### src/hw/rtl/gprhc_pkg.sv
`timescale 1ns / 1ps
// ----------------------------------------------------------------------------
// gprhc_pkg
// Shared types and constants for the glow plug ramp-and-hold controller.
// ----------------------------------------------------------------------------
package gprhc_pkg;

    // Field and register widths
    localparam int unsigned CFG_W       = 16;
    localparam int unsigned CFG_IDX_W   = 2;
    localparam int unsigned PHASE_W     = 2;
    localparam int unsigned S_TDATA_W   = 8;
    localparam int unsigned M_TDATA_W   = 24;

    // Configuration register indexes
    localparam logic [CFG_IDX_W-1:0] CFG_MAX_ON_TICKS    = 2'd0;
    localparam logic [CFG_IDX_W-1:0] CFG_OFF_TICKS       = 2'd1;
    localparam logic [CFG_IDX_W-1:0] CFG_RAMP_HOLD_TICKS = 2'd2;

    // Configuration reset values
    localparam logic [CFG_W-1:0] RST_MAX_ON_TICKS    = 16'd50;
    localparam logic [CFG_W-1:0] RST_OFF_TICKS       = 16'd100;
    localparam logic [CFG_W-1:0] RST_RAMP_HOLD_TICKS = 16'd10;

    // Reported operating phase
    typedef enum logic [PHASE_W-1:0] {
        PHASE_RAMP     = 2'd0,
        PHASE_HOLD_OFF = 2'd1,
        PHASE_HOLD_ON  = 2'd2
    } t_phase;

endpackage

### src/hw/rtl/glow_plug_ramp_and_hold_controller_top.sv
`timescale 1ns / 1ps
// ----------------------------------------------------------------------------
// glow_plug_ramp_and_hold_controller_top
// Ramp-and-hold igniter drive: tick-counted PWM with a stepped duty until the
// igniter reports hot, then a forced-off / on hold cycle.
// ----------------------------------------------------------------------------
// Each transfer on the slave stream is one control tick and produces exactly
// one result transfer on the master stream. The block takes one tick per
// clock cycle while the result stream does not back-pressure; a tick's result
// is offered once the tick has passed the input register and one pass of
// counter logic has loaded the result register, and the result register lets
// the next tick enter while a result still waits.
// The per-tick state update is a single registered pass, which sets that
// rate. Configuration writes are taken in any cycle (o_cfg_ready is always
// high) and should only be issued while no tick is in flight. COUNT_WIDTH
// sets the width of the saturating step timer.
// ----------------------------------------------------------------------------
module glow_plug_ramp_and_hold_controller_top
    import gprhc_pkg::*;
#(
    parameter int unsigned COUNT_WIDTH = 16
) (
    input  logic                 i_clk,
    input  logic                 i_rst_n,
    // Configuration write channel
    input  logic                 i_cfg_valid,
    output logic                 o_cfg_ready,
    input  logic [CFG_IDX_W-1:0] i_cfg_index,
    input  logic [CFG_W-1:0]     i_cfg_data,
    // Tick input stream
    input  logic                 s_axis_tvalid,
    output logic                 s_axis_tready,
    input  logic [S_TDATA_W-1:0] s_axis_tdata,   // [0] heated, [7:1] zero
    // Result stream
    output logic                 m_axis_tvalid,
    input  logic                 m_axis_tready,
    output logic [M_TDATA_W-1:0] m_axis_tdata    // [0] heater_on, [2:1] phase,
                                                 // [18:3] on_ticks, [23:19] zero
);

    localparam int unsigned POS_W = CFG_W + 1;
    localparam int unsigned CMP_W = (COUNT_WIDTH > CFG_W) ? COUNT_WIDTH : CFG_W;

    // Configuration registers
    logic [CFG_W-1:0] r_max_on_ticks;
    logic [CFG_W-1:0] r_off_ticks;
    logic [CFG_W-1:0] r_ramp_hold_ticks;

    // Controller state
    logic                   r_hold_phase,  n_hold_phase;
    logic                   r_ramp_frozen, n_ramp_frozen;
    logic                   r_forced_off,  n_forced_off;
    logic [CFG_W-1:0]       r_duty_count,  n_duty_count;
    logic [POS_W-1:0]       r_pwm_position, n_pwm_position;
    logic [POS_W-1:0]       r_off_counter, n_off_counter;
    logic [COUNT_WIDTH-1:0] r_since_step,  n_since_step;
    logic                   r_drive_level, n_drive_level;

    // Pipeline registers
    logic                   r_in_valid;
    logic                   r_heated;
    logic                   r_out_valid;
    logic                   r_out_heater_on;
    t_phase                 r_out_phase, n_phase;
    logic [CFG_W-1:0]       r_out_on_ticks;

    logic                   w_advance;
    logic [POS_W-1:0]       w_duty_inc;

    // Handshakes: move a tick forward when the result slot is free or draining
    assign o_cfg_ready   = 1'b1;
    assign w_advance     = r_in_valid && (!r_out_valid || m_axis_tready);
    assign s_axis_tready = !r_in_valid || w_advance;
    assign w_duty_inc    = {1'b0, r_duty_count} + POS_W'(1);

    // Next state for one tick
    always_comb begin
        n_hold_phase   = r_hold_phase;
        n_ramp_frozen  = r_ramp_frozen;
        n_forced_off   = r_forced_off;
        n_duty_count   = r_duty_count;
        n_pwm_position = r_pwm_position;
        n_off_counter  = r_off_counter;
        n_drive_level  = r_drive_level;
        n_since_step   = r_since_step;

        // Advance the step timer, saturating at full scale
        if (r_since_step != {COUNT_WIDTH{1'b1}}) begin
            n_since_step = r_since_step + COUNT_WIDTH'(1);
        end

        if (!r_hold_phase) begin
            // Step the duty and restart the step timer
            if (!r_ramp_frozen) begin
                n_since_step  = '0;
                n_duty_count  = (w_duty_inc > {1'b0, r_max_on_ticks}) ?
                                r_max_on_ticks : w_duty_inc[CFG_W-1:0];
                n_ramp_frozen = 1'b1;
            end
            if (CMP_W'(n_since_step) > CMP_W'(r_ramp_hold_ticks)) begin
                n_ramp_frozen = 1'b0;
            end

            // Run the PWM period
            if (r_pwm_position < {1'b0, n_duty_count}) begin
                n_drive_level  = 1'b1;
                n_pwm_position = r_pwm_position + POS_W'(1);
            end else if (r_pwm_position <= {1'b0, r_off_ticks}) begin
                n_drive_level  = 1'b0;
                n_pwm_position = r_pwm_position + POS_W'(1);
                if (n_pwm_position > {1'b0, r_off_ticks}) begin
                    n_pwm_position = '0;
                end
            end else begin
                n_pwm_position = '0;
            end

            // Igniter hot: enter hold phase with drive forced off
            if (r_heated) begin
                n_hold_phase   = 1'b1;
                n_ramp_frozen  = 1'b0;
                n_duty_count   = '0;
                n_pwm_position = '0;
                n_drive_level  = 1'b0;
                n_forced_off   = 1'b1;
            end
        end else if (!r_forced_off) begin
            // Drive on until hot again
            if (r_heated) begin
                n_drive_level = 1'b0;
                n_forced_off  = 1'b1;
                n_off_counter = r_off_counter + POS_W'(1);
            end
        end else begin
            // Count the forced-off time
            n_off_counter = r_off_counter + POS_W'(1);
            if (n_off_counter > {1'b0, r_off_ticks}) begin
                n_drive_level = 1'b1;
                n_forced_off  = 1'b0;
                n_off_counter = '0;
            end
        end
    end

    // Reported phase
    always_comb begin
        if (!n_hold_phase) begin
            n_phase = PHASE_RAMP;
        end else if (n_forced_off) begin
            n_phase = PHASE_HOLD_OFF;
        end else begin
            n_phase = PHASE_HOLD_ON;
        end
    end

    // Control and state registers
    always_ff @(posedge i_clk) begin
        if (!i_rst_n) begin
            r_max_on_ticks    <= RST_MAX_ON_TICKS;
            r_off_ticks       <= RST_OFF_TICKS;
            r_ramp_hold_ticks <= RST_RAMP_HOLD_TICKS;
            r_hold_phase      <= 1'b0;
            r_ramp_frozen     <= 1'b0;
            r_forced_off      <= 1'b0;
            r_duty_count      <= '0;
            r_pwm_position    <= '0;
            r_off_counter     <= '0;
            r_since_step      <= '0;
            r_drive_level     <= 1'b0;
            r_in_valid        <= 1'b0;
            r_out_valid       <= 1'b0;
        end else begin
            // Take configuration writes; ignore unused indexes
            if (i_cfg_valid) begin
                unique case (i_cfg_index)
                    CFG_MAX_ON_TICKS:    r_max_on_ticks    <= i_cfg_data;
                    CFG_OFF_TICKS:       r_off_ticks       <= i_cfg_data;
                    CFG_RAMP_HOLD_TICKS: r_ramp_hold_ticks <= i_cfg_data;
                    default: ;
                endcase
            end

            // Commit one tick
            if (w_advance) begin
                r_hold_phase   <= n_hold_phase;
                r_ramp_frozen  <= n_ramp_frozen;
                r_forced_off   <= n_forced_off;
                r_duty_count   <= n_duty_count;
                r_pwm_position <= n_pwm_position;
                r_off_counter  <= n_off_counter;
                r_since_step   <= n_since_step;
                r_drive_level  <= n_drive_level;
            end

            // Input slot occupancy
            if (s_axis_tvalid && s_axis_tready) begin
                r_in_valid <= 1'b1;
            end else if (w_advance) begin
                r_in_valid <= 1'b0;
            end

            // Result slot occupancy
            if (w_advance) begin
                r_out_valid <= 1'b1;
            end else if (m_axis_tready) begin
                r_out_valid <= 1'b0;
            end
        end
    end

    // Payload registers
    always_ff @(posedge i_clk) begin
        if (s_axis_tvalid && s_axis_tready) begin
            r_heated <= s_axis_tdata[0];
        end
        if (w_advance) begin
            r_out_heater_on <= n_drive_level;
            r_out_phase     <= n_phase;
            r_out_on_ticks  <= n_duty_count;
        end
    end

    // Pack the result
    assign m_axis_tvalid = r_out_valid;
    assign m_axis_tdata  = {5'b0, r_out_on_ticks, r_out_phase, r_out_heater_on};

    // ------------------------------------------------------------------------
    // Assertions
    // ------------------------------------------------------------------------

    // Hold phase is never left once entered
    a_hold_sticky: assert property (@(posedge i_clk) disable iff (!i_rst_n)
        r_hold_phase |=> r_hold_phase)
        else $error("hold phase dropped back to ramp");

    // In hold phase the ramp duty reads zero
    a_hold_duty_zero: assert property (@(posedge i_clk) disable iff (!i_rst_n)
        (r_out_valid && (r_out_phase != PHASE_RAMP)) |-> (r_out_on_ticks == '0))
        else $error("nonzero on_ticks reported in hold phase");

    // Forced-off phase never reports the drive on
    a_forced_off_drive: assert property (@(posedge i_clk) disable iff (!i_rst_n)
        (r_out_valid && (r_out_phase == PHASE_HOLD_OFF)) |-> !r_out_heater_on)
        else $error("drive on during forced-off time");

    // Input stalls only while a tick is waiting in the input register
    a_stall_cause: assert property (@(posedge i_clk) disable iff (!i_rst_n)
        !s_axis_tready |-> (r_in_valid && r_out_valid && !m_axis_tready))
        else $error("input stalled without a blocked tick");

endmodule
### config.mk
export PLATFORM = sky130hd
export DESIGN_NAME = glow_plug_ramp_and_hold_controller_top
export DESIGN_NICKNAME = d
export VERILOG_FILES = /design/src/hw/rtl/gprhc_pkg.sv /design/src/hw/rtl/glow_plug_ramp_and_hold_controller_top.sv
export SDC_FILE = /design/constraint.sdc
export NUM_CORES = 1
export LEC_CHECK = 0
export ABC_AREA = 0
export BUFFER_PORTS_ARGS = -buffer_cell sky130_fd_sc_hd__clkbuf_2
export CORE_MARGIN = 3
export CORE_UTILIZATION = 25
export CTS_CLUSTER_SIZE = 40
export DETAILED_ROUTE_END_ITERATION = 10
export PLACE_DENSITY = 0.49
export SYNTH_ARGS = -nofsm -noshare
export SYNTH_HDL_FRONTEND = slang
export SYNTH_SLANG_ARGS = --single-unit
### constraint.sdc
create_clock -name i_clk -period 5.54 [get_ports i_clk]
set_input_delay 0.277 -clock i_clk [delete_from_list [all_inputs] [get_ports i_clk]]
set_output_delay 0.277 -clock i_clk [all_outputs]
set_load 0.05 [all_outputs]
======== Word-level counts from Yosys, hierarchy flattened ========
Index checks and enable logic that the tools add are counted.
word-level totals
  register bits ........................... 140
  output and inout port bits .............. 27
cells by class
  add/subtract/negate cells ............... 4
  $lt $le $gt $ge ......................... 6
  equal/unequal tests ..................... 3
  multiplexer cells ....................... 36
  bitwise operators ....................... 1
  reduce and logical (&&, ||, !) cells .... 15
operator list
  operator               count
  $mux 16                9
  $mux 17                7
  $gt 17x16->1           3
  $add 17x1->17 const B  2
  $mux 1                 19
  $add 16x1->17 const B  1
  $le 17x16->1           1
  $lt 17x16->1           1
  $add 16x1->16 const B  1
  $gt 16x16->1           1
  $ne 16x16->1 const B   1
  $reduce_and 2->1       4
  $reduce_bool 2->1      3
  $reduce_and 3->1       1
  $eq 2x1->1 const B     1
  $eq 2x2->1 const B     1
  $logic_and 1x1->1      2
  $logic_not 1->1        2
  $logic_not 2->1        1
  $logic_or 1x1->1       2
  $mux 2                 1
  $not 1->1              1

======== Depth between registers and ports, before layout ========
  depth in word-level cells ............... 9
  mapped depth ............................ 27
  gate-level depth less buffers ........... 24

======== Worst setup path after synthesis ========
No wires, ideal clock.
  path type ............................... reg-to-reg
  from .................................... register r_duty_count[2]
  to ...................................... register r_pwm_position[11]
  data arrival time ....................... 5.202 ns
  required time ........................... 5.461 ns
  slack ................................... 0.258 ns
  stages on the path, launching flop included .. 27
  path buffers ............................ 4
  period minus slack after synthesis ...... 5.282 ns
  cells stage by stage .................... dfxtp_1 -> buf_2 -> and4_1 -> and4_1 -> buf_2 -> nand3_2 -> or2_2 -> xnor2_1 -> ha_1 -> nand3_2 -> nor3_2 -> nor2_1 -> a211oi_4 -> nor2_1 -> buf_6 -> a21o_1 -> a22oi_1 -> ha_1 -> a2111oi_2 -> o21ai_1 -> a311oi_1 -> o22ai_1 -> a2111oi_2 -> a31o_2 -> buf_6 -> o211ai_1 -> a22oi_1
between the ends
  longest elaborated chain between the ends .. 8
RTL lines
  item                    RTL line                                       source
  from (decl)             glow_plug_ramp_and_hold_controller_top.sv:53   logic [CFG_W-1:0] r_duty_count, n_duty_count;
  from (signal assigned)  glow_plug_ramp_and_hold_controller_top.sv:188  r_duty_count <= n_duty_count;
  $add 16x1->17           glow_plug_ramp_and_hold_controller_top.sv:74   assign w_duty_inc = {1'b0, r_duty_count} + POS_W'(1);
  $gt 17x16->1            glow_plug_ramp_and_hold_controller_top.sv:96   n_duty_count = (w_duty_inc > {1'b0, r_max_on_ticks}) ?
  $mux 16                 glow_plug_ramp_and_hold_controller_top.sv:96
  $mux 16 *               glow_plug_ramp_and_hold_controller_top.sv:94   if (!r_ramp_frozen) begin
  $mux 16 *               glow_plug_ramp_and_hold_controller_top.sv:92   if (!r_hold_phase) begin
  $lt 17x16->1 *          glow_plug_ramp_and_hold_controller_top.sv:105  if (r_pwm_position < {1'b0, n_duty_count}) begin
  $mux 17 *               glow_plug_ramp_and_hold_controller_top.sv:105
  $mux 17 *               glow_plug_ramp_and_hold_controller_top.sv:119  if (r_heated) begin
  to (signal assigned)    glow_plug_ramp_and_hold_controller_top.sv:189  r_pwm_position <= n_pwm_position;
  to (decl)               glow_plug_ramp_and_hold_controller_top.sv:54   logic [POS_W-1:0] r_pwm_position, n_pwm_position;
Every way passes the cells marked *; elsewhere a longest branch is shown, timed or not. The select of a mux whose other input is x is not followed.
A chain may end at the register's enable or synchronous reset.

======== Worst setup path after layout ========
  from .................................... register r_duty_count[0]
  to ...................................... register r_pwm_position[15]
The elaborated chain is that of the path after synthesis.

==> flow_metrics.py <==
metrics = {
    "drt": {
        "wl_per_cell_um": 16.7,
        "routed_wl_mm": 29.3,
        "post_drt_via_cell_ratio": 4.89,
        "drc_errors": 0,
        "antenna_left": 0,
        "dr.pass1.iters": 5,
        "vias": 8559,
        "first_iter_violations": 488,
    },
    "pwr": {
        "power_density_mw_per_mm2": 229,
        "total_power_uw": 2630,
        "peakVddDrop_mv": 0.238,
        "leakage_uw": 0.00456,
    },
    "grt": {
        "antenna_found_initial": 0,
        "grt_max_degree": 103,
        "grt_usage_pct": 14.0,
        "grt_pass1_vias": 8100,
        "grt_pass1_wl_mm": 45.6,
        "overflow": 0,
    },
    "sta": {
        "period_share_pct": 96.6,
        "hold_violations": 0,
        "maxSlewHeadroom_pct": 20.9,
        "max_slew.worst_pin.slew_ps": 1180,
        "period_minus_slack_ps": 5350,
        "clock_skew_ps": 13.9,
        "max_freq_ghz": 0.187,
        "slew_viol_final": 0,
        "setup_viol": 0,
        "fin_ws_ps": 188,
    },
    "hold_path": {
        "hold_class": "in2reg",
        "min_from": "s_axis_tdata[0]",
    },
    "clocking": {
        "clockBufferDepth": 2,
        "clk_latency_ps": 440,
        "numCtsBuffers": 17,
        "clkTransAtPathRegs_ps": 60,
        "htreeDepth": 4,
        "cts_tree": "built",
        "cts.sinks": 140,
        "ctsHoldBuffers": 0,
        "ctsRootBufferMaster": "clkbuf_16",
    },
    "floorplan": {
        "fp-row-count": 71,
        "pin_count": 58,
        "core_area_mm2": 0.0379,
        "die_w_um": 203,
        "start_util_pct": 25.6,
        "die_h_um": 203,
        "die_area_mm2": 0.0412,
    },
    "finish": {
        "areaGrowthSynthToFinish_pct": 17.9,
        "diodes": 0,
        "drive_gt1_share_pct": 15.3,
        "finalNetCount": 1355,
    },
    "logic_synthesis": {
        "syn_area_mm2": 0.00971,
        "synth_compound_gate_area_share_pct": 22.3,
        "synth_cell_types": 79,
        "postSynthCellCount": 1176,
        "syn_avg_cell_area_um2": 8.26,
        "synth_most_common_cell": "nand2_1",
        "synth_flop_cell": "dfxtp_1",
        "synth_area_leaders": "dfxtp_1, ha_1, nand2_1",
        "synthSimpleGateAreaFrac_pct": 21.2,
        "synth_xor_area_share_pct": 4.69,
        "synth-seq-cells": 140,
        "muxShareOfSynthArea_pct": 1.80,
        "async_flop_share_pct": 0,
        "yosys_warnings": 0,
        "synth_edf_count": 20,
        "synth_top_cell_by_area": "dfxtp_1",
        "seq_area_frac_synth_pct": 30.9,
        "synth_fa_ha_area_share_pct": 12.8,
        "synthTopCellsByCount": "nand2_1, dfxtp_1, ha_1, inv_1, nor2_1",
        "synth_top_cell_area_share_pct": 24.7,
        "synth_top_family_by_area": "compound AO/OA/AOI/OAI gates",
    },
    "critical_path": {
        "crit_required_ps": 5900,
        "path_class": "reg2reg",
        "r2r_start": "r_duty_count[0]$_SDFFE_PN0P_",
        "cp.arrival_ps": 5710,
        "start_kind": "register",
        "worstRegToRegCells": 25,
        "startpoint": "r_duty_count[0]$_SDFFE_PN0P_",
        "cp_max_fo": 6,
        "r2r_slack_ps": 190,
        "cp-end-kind": "register",
        "r2r-end": "r_pwm_position[15]$_SDFFE_PN0P_",
        "critPathCapture": "r_pwm_position[15]$_SDFFE_PN0P_",
    },
    "placement": {
        "io_buffers": 44,
        "routabilityCongestion": 0.855,
        "place_hpwl_mm": 21.1,
        "place_ws_ps": 46.4,
    },
    "flow_run": {
        "maxCapViolCount": 0,
    },
    "outcome": {
        "outcome": "completed",
    },
}
## stage by stage
stage	std cells	hold WS [ps]	cell area [µm²]	setup TNS, ps	util [%]
final	1749	20.0	11500	0	30.2
after global routing	1749	11.2	11500	-270	30.2
after CTS	1746	4.65	11200	0	29.6
after detailed placement	1714	459	10700	0	28.1
after global placement	1714	456	10700	0	28.1
after floorplan	1180	376	9730	0	-
## critical path, stage by stage, from the launching register on
cell and delay, ps:
dfxtp_4 390, ha_4 170, nand3_2 110, nor2_4 120, buf_4 140, and3_1 170
xor2_1 300, ha_1 320, a21oi_1 240, nor3_4 70, nor3_2 250, a211oi_4 90
nor2_4 170, mux2i_1 210, o22a_1 230, inv_1 70, ha_1 210, a2111oi_4 340
o21ai_1 130, a311oi_2 280, o22ai_2 130, a2111oi_2 300, a31o_2 350, clkbuf_16 200
o211ai_1 100, a21boi_1 180
## cell type report
type                    instances  area, µm²
clock inverters                10       91.3
well taps                     511        639
fillers                      4075      26500
repair buffers                 98        684
inverters                      72        270
flip-flops and latches        140       3010
clock buffers                  22        464
multi-input cells             896       6290
## cell families (layout without fill, tap and decap cells)
| family | Yosys count | in the layout |
|---|---|---|
| AND/OR/NAND/NOR | 416 | 416 |
| AO/OA/AOI/OAI | 306 | 306 |
| buffers and inverters | 144 | 202 |
| flip-flops | 140 | 140 |
| adder cells (fa/ha/maj) | 99 | 99 |
| XOR/XNOR | 52 | 52 |
| multiplexers | 17 | 17 |
| other | 2 | 6 |
## what timing repair did
item	in CTS	in global routing
pin swaps	0	15
setup buffers	0	1
endpoints found under the setup margin	1	19
cloned	0	3
resized for setup	1	45
## worst min-delay path by stage
stage                                    endpoint  slack [ps]  cells past startpoint
6_report                       r_heated$_DFFE_PP_          20                      1
3_5_place_dp                   r_heated$_DFFE_PP_         460                      1
4_1_cts                        r_heated$_DFFE_PP_           5                      1
5_1_grt                        r_heated$_DFFE_PP_          10                      1
2_1_floorplan                  r_heated$_DFFE_PP_         380                      0
3_3_place_gp   r_ramp_hold_ticks[11]$_SDFFE_PN0P_         460                      2
## layout by cell type (no fill, tap or decap), types with 31 or more instances in the layout
| cell | synthesis | final |
|---|---|---|
| a21boi_0 | 58 | 58 |
| a21oi_1 | 36 | 34 |
| buf_4 | 9 | 48 |
| clkbuf_2 | 0 | 43 |
| dfxtp_1 | 120 | 117 |
| ha_1 | 99 | 96 |
| inv_1 | 72 | 72 |
| nand2_1 | 167 | 167 |
| nand3_1 | 31 | 31 |
| nor2_1 | 70 | 68 |
| o21ai_0 | 57 | 48 |
| xnor2_1 | 34 | 33 |
## report_power, final
part           leakage [µW]  switching (µW)  total [µW]  internal, µW
registers           0.00116            25.1        1080          1060
clock network      0.000279             475        1120           642
logic               0.00312             270         427           157
## per-layer routing
metal | wire (µm) | up-vias | track usage, %
met5 | 0 | - | 0
met4 | 607 | 0 | 4.01
met3 | 1230 | 39 | 2.15
met2 | 12400 | 195 | 20.4
met1 | 15000 | 4059 | 21.0
li1 | - | 4266 | -
## registers in the layout (all words and copies together) (netlist names)
register and count:
m_axis_tvalid 1, r_drive_level 1, r_duty_count 16, r_forced_off 1
r_heated 1, r_hold_phase 1, r_in_valid 1, r_max_on_ticks 16
r_off_counter 17, r_off_ticks 16, r_out_heater_on 1, r_out_on_ticks 16
r_out_phase 2, r_pwm_position 17, r_ramp_frozen 1, r_ramp_hold_ticks 16
r_since_step 16
Power figures use the tool's default switching activity.
